## src/rtl/ffa_pkg.sv

```systemverilog
package ffa_pkg;

  localparam int unsigned DATA_W = 16;

  typedef enum logic [1:0] {
    ST_OK      = 2'd0,
    ST_NOFIT   = 2'd1,
    ST_NULL    = 2'd2,
    ST_UNKNOWN = 2'd3
  } status_t;

  typedef enum logic {
    OP_ALLOC   = 1'b0,
    OP_RELEASE = 1'b1
  } op_t;

  // one request as taken from the input channel
  typedef struct packed {
    op_t               op;
    logic [DATA_W-1:0] size;
    logic [DATA_W-1:0] offset;
  } req_t;

  // one result handed to the output stage
  typedef struct packed {
    logic [DATA_W-1:0] payload;
    status_t           status;
  } res_t;

endpackage

```

## src/rtl/ffa_ram.sv

```systemverilog
module ffa_ram #(
  parameter int unsigned WIDTH = 8,
  parameter int unsigned DEPTH = 64
) (
  input  logic                     clk,
  input  logic                     wr_en,
  input  logic [$clog2(DEPTH)-1:0] wr_addr,
  input  logic [WIDTH-1:0]         wr_data,
  input  logic                     rd_en,
  input  logic [$clog2(DEPTH)-1:0] rd_addr,
  output logic [WIDTH-1:0]         rd_data
);

  logic [WIDTH-1:0] mem [DEPTH];
  logic [WIDTH-1:0] rd_data_r;

  // single write port, registered read port
  always_ff @(posedge clk) begin
    if (wr_en) begin
      mem[wr_addr] <= wr_data;
    end
    if (rd_en) begin
      rd_data_r <= mem[rd_addr];
    end
  end

  assign rd_data = rd_data_r;

endmodule

```

## src/rtl/ffa_slot_map.sv

```systemverilog
module ffa_slot_map #(
  parameter int unsigned SLOTS = 64
) (
  input  logic                     clk,
  input  logic                     rst_n,
  input  logic                     wr_en,
  input  logic                     wr_val,
  input  logic [$clog2(SLOTS)-1:0] wr_idx,
  input  logic [$clog2(SLOTS)-1:0] rd_idx,
  output logic                     rd_bit
);

  logic [SLOTS-1:0] used_r;
  logic [SLOTS-1:0] used_nxt;

  // occupancy bits, slot 0 always holds the list head
  always_comb begin
    used_nxt = used_r;
    if (wr_en) begin
      used_nxt[wr_idx] = wr_val;
    end
  end

  always_ff @(posedge clk) begin
    if (!rst_n) begin
      used_r <= SLOTS'(1);
    end else begin
      used_r <= used_nxt;
    end
  end

  assign rd_bit = used_r[rd_idx];

endmodule

```

## src/rtl/ffa_engine.sv

```systemverilog
module ffa_engine
  import ffa_pkg::*;
#(
  parameter int unsigned HEAP_BYTES      = 65536,
  parameter int unsigned HEADER_BYTES    = 12,
  parameter int unsigned MIN_SPLIT_BYTES = 16,
  parameter int unsigned MAX_SEGMENTS    = 64,
  localparam int unsigned LINK_W         = $clog2(MAX_SEGMENTS),
  localparam int unsigned REC_W          = 2 * DATA_W + 1 + LINK_W
) (
  input  logic              clk,
  input  logic              rst_n,
  // request side
  input  logic              req_valid,
  output logic              req_ready,
  input  req_t              req,
  // result side
  output logic              res_valid,
  input  logic              res_ready,
  output res_t              res,
  // segment table memory
  output logic              ram_wr_en,
  output logic [LINK_W-1:0] ram_wr_addr,
  output logic [REC_W-1:0]  ram_wr_data,
  output logic              ram_rd_en,
  output logic [LINK_W-1:0] ram_rd_addr,
  input  logic [REC_W-1:0]  ram_rd_data,
  // slot occupancy map
  output logic              slot_wr_en,
  output logic              slot_wr_val,
  output logic [LINK_W-1:0] slot_wr_idx,
  output logic [LINK_W-1:0] slot_rd_idx,
  input  logic              slot_rd_bit
);

  typedef struct packed {
    logic [DATA_W-1:0] start;
    logic [DATA_W-1:0] bytes;
    logic              free;
    logic [LINK_W-1:0] link;
  } rec_t;

  typedef enum logic [7:0] {
    S_IDLE     = 8'b0000_0001,
    S_A_WALK   = 8'b0000_0010,
    S_A_SCAN   = 8'b0000_0100,
    S_A_SPLIT  = 8'b0000_1000,
    S_A_SPLIT2 = 8'b0001_0000,
    S_R_FIND   = 8'b0010_0000,
    S_R_MERGE  = 8'b0100_0000,
    S_DONE     = 8'b1000_0000
  } state_t;

  localparam logic [DATA_W-1:0] HDR      = DATA_W'(HEADER_BYTES);
  localparam logic [LINK_W-1:0] IDX_LAST = LINK_W'(MAX_SEGMENTS - 1);
  localparam logic [LINK_W-1:0] IDX_HEAD = '0;
  localparam logic [LINK_W-1:0] IDX_ONE  = LINK_W'(1);
  localparam rec_t HEAD_REC = '{
    start: '0,
    bytes: DATA_W'(HEAP_BYTES - HEADER_BYTES),
    free:  1'b1,
    link:  '0
  };

  state_t            state_r, state_nxt;
  logic [DATA_W-1:0] size_r, size_nxt;
  logic [DATA_W-1:0] offset_r, offset_nxt;
  logic [LINK_W-1:0] cur_r, cur_nxt;
  rec_t              cur_rec_r, cur_rec_nxt;
  logic [LINK_W-1:0] prev_r, prev_nxt;
  rec_t              prev_rec_r, prev_rec_nxt;
  logic              has_prev_r, has_prev_nxt;
  logic [LINK_W-1:0] steps_r, steps_nxt;
  logic [LINK_W-1:0] scan_r, scan_nxt;
  res_t              res_r, res_nxt;
  logic              head_fresh_r, head_fresh_nxt;
  logic              rd_fresh_r, rd_fresh_nxt;

  rec_t              rd_rec;
  rec_t              wr_rec;
  rec_t              merge_rec;
  logic [LINK_W-1:0] merge_idx;
  logic              fit;
  logic              split_need;
  logic              hit;
  logic              walk_end;

  // head entry reads as its reset value until first written
  assign rd_rec = rd_fresh_r ? HEAD_REC : rec_t'(ram_rd_data);

  // per-entry checks on the record just read
  assign fit        = rd_rec.free && (rd_rec.bytes >= size_r);
  assign split_need = {2'b00, rd_rec.bytes} >
                      ({2'b00, size_r} + 18'(HEADER_BYTES + MIN_SPLIT_BYTES));
  assign hit        = ({1'b0, rd_rec.start} + 17'(HEADER_BYTES)) == {1'b0, offset_r};
  assign walk_end   = (rd_rec.link == IDX_HEAD) || (steps_r == IDX_LAST);

  assign req_ready   = (state_r == S_IDLE);
  assign res         = res_r;
  assign ram_wr_data = wr_rec;
  assign slot_rd_idx = scan_r;

  // sequencer: walk, scan for a spare slot, split or merge, write back
  always_comb begin
    state_nxt      = state_r;
    size_nxt       = size_r;
    offset_nxt     = offset_r;
    cur_nxt        = cur_r;
    cur_rec_nxt    = cur_rec_r;
    prev_nxt       = prev_r;
    prev_rec_nxt   = prev_rec_r;
    has_prev_nxt   = has_prev_r;
    steps_nxt      = steps_r;
    scan_nxt       = scan_r;
    res_nxt        = res_r;
    ram_rd_en      = 1'b0;
    ram_rd_addr    = IDX_HEAD;
    ram_wr_en      = 1'b0;
    ram_wr_addr    = cur_r;
    wr_rec         = cur_rec_r;
    slot_wr_en     = 1'b0;
    slot_wr_val    = 1'b0;
    slot_wr_idx    = scan_r;
    res_valid      = 1'b0;
    merge_rec      = rd_rec;
    merge_idx      = cur_r;

    unique case (state_r)
      S_IDLE: begin
        if (req_valid) begin
          size_nxt     = req.size;
          offset_nxt   = req.offset;
          cur_nxt      = IDX_HEAD;
          steps_nxt    = '0;
          has_prev_nxt = 1'b0;
          if (req.op == OP_ALLOC) begin
            ram_rd_en = 1'b1;
            state_nxt = S_A_WALK;
          end else if (req.offset == '0) begin
            res_nxt   = '{payload: '0, status: ST_NULL};
            state_nxt = S_DONE;
          end else begin
            ram_rd_en = 1'b1;
            state_nxt = S_R_FIND;
          end
        end
      end

      S_A_WALK: begin
        if (fit) begin
          cur_rec_nxt = rd_rec;
          if (split_need) begin
            scan_nxt  = IDX_ONE;
            state_nxt = S_A_SCAN;
          end else begin
            ram_wr_en   = 1'b1;
            wr_rec      = rd_rec;
            wr_rec.free = 1'b0;
            res_nxt     = '{payload: rd_rec.start + HDR, status: ST_OK};
            state_nxt   = S_DONE;
          end
        end else if (walk_end) begin
          res_nxt   = '{payload: '0, status: ST_NOFIT};
          state_nxt = S_DONE;
        end else begin
          cur_nxt     = rd_rec.link;
          steps_nxt   = steps_r + IDX_ONE;
          ram_rd_en   = 1'b1;
          ram_rd_addr = rd_rec.link;
        end
      end

      S_A_SCAN: begin
        if (!slot_rd_bit) begin
          state_nxt = S_A_SPLIT;
        end else if (scan_r == IDX_LAST) begin
          // table full: hand out the whole segment
          ram_wr_en   = 1'b1;
          wr_rec.free = 1'b0;
          res_nxt     = '{payload: cur_rec_r.start + HDR, status: ST_OK};
          state_nxt   = S_DONE;
        end else begin
          scan_nxt = scan_r + IDX_ONE;
        end
      end

      S_A_SPLIT: begin
        // remainder becomes a new free segment in the spare slot
        ram_wr_en   = 1'b1;
        ram_wr_addr = scan_r;
        wr_rec      = '{
          start: cur_rec_r.start + HDR + size_r,
          bytes: cur_rec_r.bytes - size_r - HDR,
          free:  1'b1,
          link:  cur_rec_r.link
        };
        slot_wr_en  = 1'b1;
        slot_wr_val = 1'b1;
        state_nxt   = S_A_SPLIT2;
      end

      S_A_SPLIT2: begin
        ram_wr_en = 1'b1;
        wr_rec    = '{start: cur_rec_r.start, bytes: size_r, free: 1'b0, link: scan_r};
        res_nxt   = '{payload: cur_rec_r.start + HDR, status: ST_OK};
        state_nxt = S_DONE;
      end

      S_R_FIND: begin
        if (hit) begin
          // mark free, fold into a free predecessor
          if (has_prev_r && prev_rec_r.free) begin
            merge_rec       = prev_rec_r;
            merge_rec.bytes = prev_rec_r.bytes + HDR + rd_rec.bytes;
            merge_rec.link  = rd_rec.link;
            merge_idx       = prev_r;
            slot_wr_en      = 1'b1;
            slot_wr_val     = 1'b0;
            slot_wr_idx     = cur_r;
          end else begin
            merge_rec.free  = 1'b1;
          end
          cur_nxt     = merge_idx;
          cur_rec_nxt = merge_rec;
          if (merge_rec.link == IDX_HEAD) begin
            ram_wr_en   = 1'b1;
            ram_wr_addr = merge_idx;
            wr_rec      = merge_rec;
            res_nxt     = '{payload: '0, status: ST_OK};
            state_nxt   = S_DONE;
          end else begin
            ram_rd_en   = 1'b1;
            ram_rd_addr = merge_rec.link;
            state_nxt   = S_R_MERGE;
          end
        end else if (walk_end) begin
          res_nxt   = '{payload: '0, status: ST_UNKNOWN};
          state_nxt = S_DONE;
        end else begin
          prev_nxt     = cur_r;
          prev_rec_nxt = rd_rec;
          has_prev_nxt = 1'b1;
          cur_nxt      = rd_rec.link;
          steps_nxt    = steps_r + IDX_ONE;
          ram_rd_en    = 1'b1;
          ram_rd_addr  = rd_rec.link;
        end
      end

      S_R_MERGE: begin
        // absorb free successors one at a time
        if (rd_rec.free) begin
          merge_rec       = cur_rec_r;
          merge_rec.bytes = cur_rec_r.bytes + HDR + rd_rec.bytes;
          merge_rec.link  = rd_rec.link;
          slot_wr_en      = 1'b1;
          slot_wr_val     = 1'b0;
          slot_wr_idx     = cur_rec_r.link;
          cur_rec_nxt     = merge_rec;
          if (rd_rec.link == IDX_HEAD) begin
            ram_wr_en = 1'b1;
            wr_rec    = merge_rec;
            res_nxt   = '{payload: '0, status: ST_OK};
            state_nxt = S_DONE;
          end else begin
            ram_rd_en   = 1'b1;
            ram_rd_addr = rd_rec.link;
          end
        end else begin
          ram_wr_en = 1'b1;
          res_nxt   = '{payload: '0, status: ST_OK};
          state_nxt = S_DONE;
        end
      end

      S_DONE: begin
        res_valid = 1'b1;
        if (res_ready) begin
          state_nxt = S_IDLE;
        end
      end

      default: begin
        state_nxt = S_IDLE;
      end
    endcase
  end

  // head override tracking
  always_comb begin
    head_fresh_nxt = head_fresh_r;
    rd_fresh_nxt   = rd_fresh_r;
    if (ram_wr_en && (ram_wr_addr == IDX_HEAD)) begin
      head_fresh_nxt = 1'b0;
    end
    if (ram_rd_en) begin
      rd_fresh_nxt = head_fresh_r && (ram_rd_addr == IDX_HEAD);
    end
  end

  // control state
  always_ff @(posedge clk) begin
    if (!rst_n) begin
      state_r      <= S_IDLE;
      head_fresh_r <= 1'b1;
      rd_fresh_r   <= 1'b0;
      has_prev_r   <= 1'b0;
    end else begin
      state_r      <= state_nxt;
      head_fresh_r <= head_fresh_nxt;
      rd_fresh_r   <= rd_fresh_nxt;
      has_prev_r   <= has_prev_nxt;
    end
  end

  // working registers
  always_ff @(posedge clk) begin
    size_r     <= size_nxt;
    offset_r   <= offset_nxt;
    cur_r      <= cur_nxt;
    cur_rec_r  <= cur_rec_nxt;
    prev_r     <= prev_nxt;
    prev_rec_r <= prev_rec_nxt;
    steps_r    <= steps_nxt;
    scan_r     <= scan_nxt;
    res_r      <= res_nxt;
  end

endmodule

```

## src/rtl/first_fit_heap_allocator_top.sv

```systemverilog
// First-fit heap allocator. The heap of HEAP_BYTES bytes is kept as an
// address-ordered list of segments in a table of MAX_SEGMENTS entries held in
// one synchronous RAM; after reset it is a single free segment. An allocate
// request (in_tuser = 0) takes the first free segment that is large enough,
// splitting off the remainder into a new free segment when it exceeds
// HEADER_BYTES + MIN_SPLIT_BYTES and a table slot is spare, and returns the
// payload offset (segment start + HEADER_BYTES) with status 0, or offset 0
// with status 1 when nothing fits. A release (in_tuser = 1) frees the segment
// whose payload offset matches and merges it with a free predecessor and all
// free successors; offset 0 gives status 2 and an unknown offset status 3,
// both leaving the heap untouched. One request is in work at a time. The
// walk reads one list entry per cycle through the RAM's single read port;
// an allocate walks the list to the first segment that fits and, when it
// splits, scans the slot map for a spare slot and writes the remainder and
// then the allocated segment; a release walks to the matching segment and
// merges free successors one at a time, with a last write when the merge
// stops at a successor still in use; a null release reads no entry. The
// result sits in an output register, so the next request is taken while it waits.
module first_fit_heap_allocator_top
  import ffa_pkg::*;
#(
  parameter int unsigned HEAP_BYTES      = 65536,
  parameter int unsigned HEADER_BYTES    = 12,
  parameter int unsigned MIN_SPLIT_BYTES = 16,
  parameter int unsigned MAX_SEGMENTS    = 64
) (
  input  logic        clk,
  input  logic        rst_n,
  // input transaction
  input  logic        in_tvalid,
  output logic        in_tready,
  input  logic [31:0] in_tdata,  // [15:0] request_size, [31:16] release_offset
  input  logic        in_tuser,  // [0] operation
  // result transaction
  output logic        out_tvalid,
  input  logic        out_tready,
  output logic [15:0] out_tdata, // [15:0] payload_offset
  output logic [1:0]  out_tuser  // [1:0] status
);

  localparam int unsigned LINK_W = $clog2(MAX_SEGMENTS);
  localparam int unsigned REC_W  = 2 * DATA_W + 1 + LINK_W;

  req_t              req;
  res_t              res;
  logic              res_valid;
  logic              res_ready;
  logic              ram_wr_en;
  logic [LINK_W-1:0] ram_wr_addr;
  logic [REC_W-1:0]  ram_wr_data;
  logic              ram_rd_en;
  logic [LINK_W-1:0] ram_rd_addr;
  logic [REC_W-1:0]  ram_rd_data;
  logic              slot_wr_en;
  logic              slot_wr_val;
  logic [LINK_W-1:0] slot_wr_idx;
  logic [LINK_W-1:0] slot_rd_idx;
  logic              slot_rd_bit;
  logic              out_valid_r, out_valid_nxt;
  res_t              out_res_r, out_res_nxt;

  // unpack the input transaction
  assign req = '{op: op_t'(in_tuser), size: in_tdata[15:0], offset: in_tdata[31:16]};

  ffa_ram #(
    .WIDTH (REC_W),
    .DEPTH (MAX_SEGMENTS)
  ) u_seg_ram (
    .clk     (clk),
    .wr_en   (ram_wr_en),
    .wr_addr (ram_wr_addr),
    .wr_data (ram_wr_data),
    .rd_en   (ram_rd_en),
    .rd_addr (ram_rd_addr),
    .rd_data (ram_rd_data)
  );

  ffa_slot_map #(
    .SLOTS (MAX_SEGMENTS)
  ) u_slot_map (
    .clk    (clk),
    .rst_n  (rst_n),
    .wr_en  (slot_wr_en),
    .wr_val (slot_wr_val),
    .wr_idx (slot_wr_idx),
    .rd_idx (slot_rd_idx),
    .rd_bit (slot_rd_bit)
  );

  ffa_engine #(
    .HEAP_BYTES      (HEAP_BYTES),
    .HEADER_BYTES    (HEADER_BYTES),
    .MIN_SPLIT_BYTES (MIN_SPLIT_BYTES),
    .MAX_SEGMENTS    (MAX_SEGMENTS)
  ) u_engine (
    .clk         (clk),
    .rst_n       (rst_n),
    .req_valid   (in_tvalid),
    .req_ready   (in_tready),
    .req         (req),
    .res_valid   (res_valid),
    .res_ready   (res_ready),
    .res         (res),
    .ram_wr_en   (ram_wr_en),
    .ram_wr_addr (ram_wr_addr),
    .ram_wr_data (ram_wr_data),
    .ram_rd_en   (ram_rd_en),
    .ram_rd_addr (ram_rd_addr),
    .ram_rd_data (ram_rd_data),
    .slot_wr_en  (slot_wr_en),
    .slot_wr_val (slot_wr_val),
    .slot_wr_idx (slot_wr_idx),
    .slot_rd_idx (slot_rd_idx),
    .slot_rd_bit (slot_rd_bit)
  );

  // output register
  assign res_ready = !out_valid_r || out_tready;

  always_comb begin
    out_valid_nxt = out_valid_r;
    out_res_nxt   = out_res_r;
    if (res_ready) begin
      out_valid_nxt = res_valid;
      if (res_valid) begin
        out_res_nxt = res;
      end
    end
  end

  always_ff @(posedge clk) begin
    if (!rst_n) begin
      out_valid_r <= 1'b0;
    end else begin
      out_valid_r <= out_valid_nxt;
    end
  end

  always_ff @(posedge clk) begin
    out_res_r <= out_res_nxt;
  end

  assign out_tvalid = out_valid_r;
  assign out_tdata  = out_res_r.payload;
  assign out_tuser  = out_res_r.status;

endmodule
```

## config.mk

```make
export PLATFORM = sky130hd
export DESIGN_NAME = first_fit_heap_allocator_top
export DESIGN_NICKNAME = d
export VERILOG_FILES = /design/src/rtl/ffa_pkg.sv /design/src/rtl/ffa_ram.sv /design/src/rtl/ffa_slot_map.sv /design/src/rtl/ffa_engine.sv /design/src/rtl/first_fit_heap_allocator_top.sv
export SDC_FILE = /design/constraint.sdc
export NUM_CORES = 2
export LEC_CHECK = 0
export ABC_AREA = 1
export ABC_CLOCK_PERIOD_IN_PS = 9400
export BUFFER_PORTS_ARGS = -buffer_cell sky130_fd_sc_hd__buf_2
export CAP_MARGIN = 10
export CORE_MARGIN = 5
export CORE_UTILIZATION = 63
export CTS_CLUSTER_SIZE = 16
export DETAILED_ROUTE_END_ITERATION = 12
export PLACE_DENSITY = 0.79
export SYNTH_ARGS = -nofsm -noshare
export SYNTH_HDL_FRONTEND = slang
export SYNTH_HIERARCHICAL = 1
export SYNTH_SLANG_ARGS = --single-unit
```

## constraint.sdc

```tcl
create_clock -name clk -period 9.4 [get_ports clk]
set_input_delay 0.94 -clock clk [delete_from_list [all_inputs] [get_ports clk]]
set_output_delay 0.94 -clock clk [all_outputs]
set_load 0.02 [all_outputs]
```

**Word level (Yosys, flattened, before mapping)**

Memory sizes are Yosys's and may differ from the RTL's. A register that Yosys moved wholly into a read port is not among the register bits.
Cells that the tools add are included.

- Bits in registers: 240
- Bits in writable memories: 2496
- Input port bits: 37
- Output and inout bits: 20
- Word-level logic and storage cells: 220
- Memories: 1

- $add $sub $neg: 13
- Order comparisons: 5
- Eq/ne operators: 31
- Mux-type cells: 113
- Bitwise gates (word level): 3
- Reductions and logical operators: 31

Memories:

| memory | words | width | rd ports | clocked after memory_dff | write ports | line | RTL |
|---|---|---|---|---|---|---|---|
| u_seg_ram.mem | 64 | 39 | 1 | 1 | 1 | ffa_ram.sv:14 | `logic [WIDTH-1:0] mem [DEPTH];` |

Operators by type and width:

| kind | count |
|---|---|
| $mux W39 | 7 |
| $mux W18 | 13 |
| $pmux W32 S5 | 1 |
| $mux W6 | 25 |
| $pmux W39 S3 | 1 |
| $pmux W18 S6 | 1 |
| $mux W8 | 13 |
| $mux W23 | 3 |
| $add A16 B4 Y16 const B | 4 |
| $bwmux W64 | 1 |
| $pmux W8 S8 | 1 |
| $pmux W6 S3 | 3 |
| $add A16 B16 Y16 | 3 |
| $pmux W6 S2 | 3 |
| $mux W1 | 32 |
| $mux W32 | 1 |
| $logic_not A6 Y1 | 4 |
| $pmux W6 S4 | 1 |
| $reduce_and A4 Y1 | 5 |
| $gt A16 B18 Y1 | 1 |
| $add A16 B4 Y17 const B | 1 |
| $add A16 B5 Y17 const B | 1 |
| $eq A17 B16 Y1 | 1 |
| $ge A16 B16 Y1 | 1 |
| 38 further kinds | 69 |

**Logic depth before layout (Yosys ltp)**

- Word-level depth: 11
- Depth in mapped cells: 33
- Mapped depth without buffers: 28

**By module**

Netlist, hierarchy kept.

Modules (own cells, without submodules):

| module | instances | cells an instance | area each (um2) | sequential area each (um2) |
|---|---|---|---|---|
| ffa_ram | 1 | 8251 | 101504.9 | 76123.0 |
| ffa_engine | 1 | 1957 | 14543.9 | 4604.4 |
| ffa_slot_map | 1 | 474 | 3224.3 | 1281.2 |
| first_fit_heap_allocator_top | 1 | 25 | 591.8 | 560.5 |

**Least setup slack after synthesis**

Ideal clock, no wire load.

- Path kind: reg2reg
- From: reg u_engine.size_r[2]
- To: mem u_seg_ram/mem[48][0] in the netlist's numbering, enable pin
- Setup time: 533 ps
- Arrival time: 7077 ps
- Required time: 8867 ps
- Slack: 1791 ps
- Cell stages (with the launch flop): 24
- Buffers on the path: 1
- Clock period less this slack: 7609 ps
- Cells stage by stage: edfxtp_1 inv_1 ha_1 a21oi_1 nand3_1 nor2_1 inv_1 nor2_1 xor2_1 ha_1 nand2_1 nor2_1 a211oi_1 nor2_1 nor2_1 nand3_1 nand2_1 nand3_2 inv_1 nor2_1 inv_1 clkbuf_1 inv_1 nor4_1

- Longest elaborated chain between the ends: 7
- Elaborated cells on any way between the ends: 9
- Classes of those cells: 1 x add/sub; 2 x order compare; 5 x mux; 1 x reduce/logical

RTL lines:

| element | line | RTL |
|---|---|---|
| start, declared | ffa_engine.sv:66 | `logic [DATA_W-1:0] size_r, size_nxt;` |
| start signal, assigned | ffa_engine.sv:318 | `size_r <= size_nxt;` |
| $add A16 B5 Y17 | ffa_engine.sv:94 | `({2'b00, size_r} + 18'(HEADER_BYTES + MIN_SPLIT_BYTES));` |
| $gt A16 B18 Y1 | ffa_engine.sv:93 | `assign split_need = {2'b00, rd_rec.bytes} >` |
| $mux W1 | ffa_engine.sv:152 | `if (split_need) begin` |
| $mux W1 (*) | ffa_engine.sv:150 | `if (fit) begin` |
| $pmux W1 S5 (*) | ffa_engine.sv:128 | `unique case (state_r)` |
| via ram_wr_en | first_fit_heap_allocator_top.sv:48 | `logic ram_wr_en;` |
| $mux W1 (*) | ffa_ram.sv:19 | `if (wr_en) begin` |
| $mux W1 (implied by the code) (*) | ffa_ram.sv:20 | `mem[wr_addr] <= wr_data;` |
| end, declared | ffa_ram.sv:14 |  |

The timed path passes the listed nets; every way through them passes the cells marked *.

==> summary.md <==
| Metric | Value |
|---|---|
| Postcts setup bufs | 0 |
| Met2 GRT Util | 53.25% |
| Most frequent cell after synthesis | nand2_1 |
| Kind of critical path | reg -> reg |
| Effective utilization at floorplan | 63.16% |
| Number of port buffers | 56 |
| Max FO, Critical Path | 180 |
| RSZ-0062 raised after global routing | false |
| Rows | 160 |
| Max-Cap Viols | 0 |
| DPL Wire Length | 205.2 mm |
| Critical path capture point | u_seg_ram/rd_data[31] |
| Largest net degree at the start of global routing | 223 |
| Post-CTS Hold Fix Bufs | 0 |
| Number of global-route vias before repair | 82,590 |
| Count of final setup violators | 0 |
| Placed Instance Area | 122,700 um2 |
| Synthesized flop and latch total | 2,775 |
| Sequential share of the synthesized area | 68.89% |
| Clock-pin slew on the worst setup and hold paths | 0.06 ns |
| DR WL/cell | 26.98 um |
| Critical path endpoint category | flop |
| GRT Total Usage | 35.65% |
| Reg2reg path depth | 27 |
| Vias per cell | 6.532 |
| Slew @ Worst Pin | 1.258 ns |
| Via count | 87,270 |
| DRC | 0 |
| Max-slew violations | 0 |
| Final #Nets | 10,820 |
| Highest clock rate | 125.1 MHz |
| Die Width | 446.2 um |
| Overflow after GRT | 0 |
| Die Footprint | 199,100 um2 |
| PD cells | 228.6 nW/um2 |
| Top post-synthesis cells by count | nand2_1 (3,252), edfxtp_1 (2,699), nand3_1 (2,521) |
| Worst VDD drop | 0.0001982 V |
| Min Tclk post-route | 7.992 ns |
| Final Cell Area | 131,700 um2 |
| H-tree Lvls | 5 |
| Initial DRC count | 14,220 |
| Layout cells sized above 1 | 7.702% |
| Area added between synthesis and finish | 9.832% |
| Clk sinks | 2,775 |
| Synth warn | 6 |
| RD Place Congestion | 0.9801 |
| Reg2reg start | u_engine/rd_fresh_r |
| Status | complete, no violations |
| First-pass GRT wire length | 526.0 mm |
| Mapped Nets | 10,890 |
| 1st-pass router iterations | 8 |
| Top cells by area, synth | edfxtp_1 (68%), nand3_1 (11%), nand2_1 (10%) |
| Clock buffer depth | 4 |
| Ys async rst share | 0% |
| Clock latency on the worst-skew pair | 0.93 ns |
| Core footprint | 189,800 um2 |
| Ports | 57 |
| Setup WS pre-CTS | 1.770 ns |
| Setup crit start | u_engine/rd_fresh_r |
| Antenna Nets Post-Route | 0 |
| Primary FF master, synth | edfxtp_1 |
| Most area-hungry cell type in the Yosys netlist | edfxtp_1 |
| Syn_area_per_cell | 11.20 um2 |
| Tcrit/Tclk final | 85.02% |
| Max_slew headroom | 15.90% |
| RR Endpoint | u_seg_ram/rd_data[31] |
| Final Hold Viols | 0 |
| Cell Area, Synth | 119,900 um2 |
| Design Power | 30,100 uW |
| Min-delay worst type | in -> reg |
| Initial antenna violation count | 19 |
| Distinct cells, synth | 66 |
| Final core utilization | 69.37% |
| Cells after synthesis | 10,710 |
| Root Driver | clkbuf_16 |
| Top cell type's share of synthesized area | 67.62% |
| Leak | 0.04740 uW |
| # resized after CTS | 0 |
| Met1 usage | 48.65% |
| Grt met3 use | 9.187% |
| Total routed wirelength | 360.5 mm |
| Total CTS buffers | 292 |
| Flop2flop setup slack | 1.41 ns |
| Setup_tns | 0 ns |
| Setup ws final | 1.408 ns |
| Final worst clock skew | 0.08090 ns |
| Worst Path Arrival | 8.72 ns |
| CP required | 10.13 ns |
| Die height | 446.2 um |
| Gr busiest metal | met2 |
| Crit path launch type | flop |
| Post-synth EDFFs | 2,699 |
| TritonCTS clock tree | done |
[report_power, final]
| group | internal, uW | switching, uW | leakage (uW) | total, uW |
|---|---|---|---|---|
| registers | 14700 | 303 | 0.0249 | 15000 |
| clock network | 6140 | 4560 | 0.00423 | 10700 |
| logic | 1040 | 3390 | 0.0182 | 4430 |
| total | 21800 | 8250 | 0.0474 | 30100 |
[metrics by stage]
step | hold WS [ns] | cells
after floorplan | 0.4003 | 10710
after global placement | 0.4053 | 12840
after detailed placement | 0.4045 | 12850
after CTS | 0.1693 | 13340
after global routing | 0.1923 | 13350
final | 0.2139 | 13360
[cell families after synthesis]
logic type | after synthesis | share of synthesized area (%)
AND/OR/NAND/NOR | 6202 | 22.57
flip-flops | 2775 | 68.89
buffers and inverters | 990 | 3.983
AO/OA/AOI/OAI | 545 | 2.636
adder cells (fa/ha/maj) | 141 | 1.497
XOR/XNOR | 54 | 0.4301
[worst max-delay path, stage by stage, from the launching register on]
cell      delay, ns
dfxtp_1        0.81
inv_2          0.49
nand2_1        0.34
inv_1          0.18
ha_1           0.33
a21oi_1        0.13
o21ai_0        0.11
nand2_1        0.07
o211ai_1       0.11
nand2_1        0.08
nand3_1        0.16
nand2_1        0.32
inv_1          0.17
nor2_1         0.15
nand2_1        0.12
nand3_1        0.26
inv_1          0.29
nor2_4         0.33
buf_12         0.56
buf_4          0.89
nand2_1        0.12
nand3_1        0.13
nand3_1        0.09
nand3_1        0.15
nand3_1        0.24
nand2_1        0.17
nand2_1        0.37
nand2_1        0.18
[registers in the layout, summed over array words and instances (netlist names), 8 cells and up]
register             cells
u_engine/prev_rec_r     33
out_tdata               16
u_engine/size_r         16
u_slot_map/used_r       64
u_seg_ram/mem         2496
u_engine/cur_rec_r      39
u_engine/offset_r       16
u_engine/res            18
u_seg_ram/rd_data       39
u_engine/state_r         8
[placed cells by master (no fill, tap or decap), types with 12 or more instances in the layout]
cell type  instances
clkinv_1          54
inv_1            340
dfxtp_1           76
o22ai_1           36
bufinv_16         12
nor2_1           191
edfxtp_1        2699
clkbuf_16        299
nand3_1         2517
or2_2             14
nand4_1           38
o21ai_0          177
xor2_1            34
inv_2             23
buf_2             56
o211ai_1          37
nor2_4            76
xnor2_1           17
buf_4            154
clkinv_2          43
nor3_1            37
a21oi_1          188
clkbuf_1          73
nand2_1         3248
ha_1             137
nand2_2           17
buf_12            45
[worst min path at each step]
| stage | cells after the start | endpoint | start | slack, ns |
|---|---|---|---|---|
| floorplan | 0 | out_tdata[0] | u_engine/res[2] | 0.40 |
| global placement | 0 | out_tdata[15] | u_engine/res[17] | 0.41 |
| detailed placement | 0 | out_tdata[11] | u_engine/res[13] | 0.40 |
| CTS | 1 | u_engine/size_r[4] | in_tdata[4] | 0.17 |
| global route | 1 | u_engine/size_r[3] | in_tdata[3] | 0.19 |
| finish | 1 | u_engine/size_r[3] | in_tdata[3] | 0.21 |
[area by class of cell]
type,count,area (um2)
antenna,8,20.02
clock buffer,373,7770
clock inverter,123,907.1
fill,12670,58130
inverter,371,1430
multi-input combinational,6942,33390
sequential,2775,82570
tap,2511,3142
timing repair buffer,258,2420
[per-layer routing]
metal | wire length (um) | part of all wire [%] | up-vias
met5 | 65 | 0.018 | -
met2 | 159400 | 44 | 6910
li1 | - | - | 37710
met4 | 22890 | 6.3 | 10
met3 | 52700 | 15 | 1123
met1 | 125500 | 35 | 41520
Note: power is estimated with default switching activity, not from simulation.
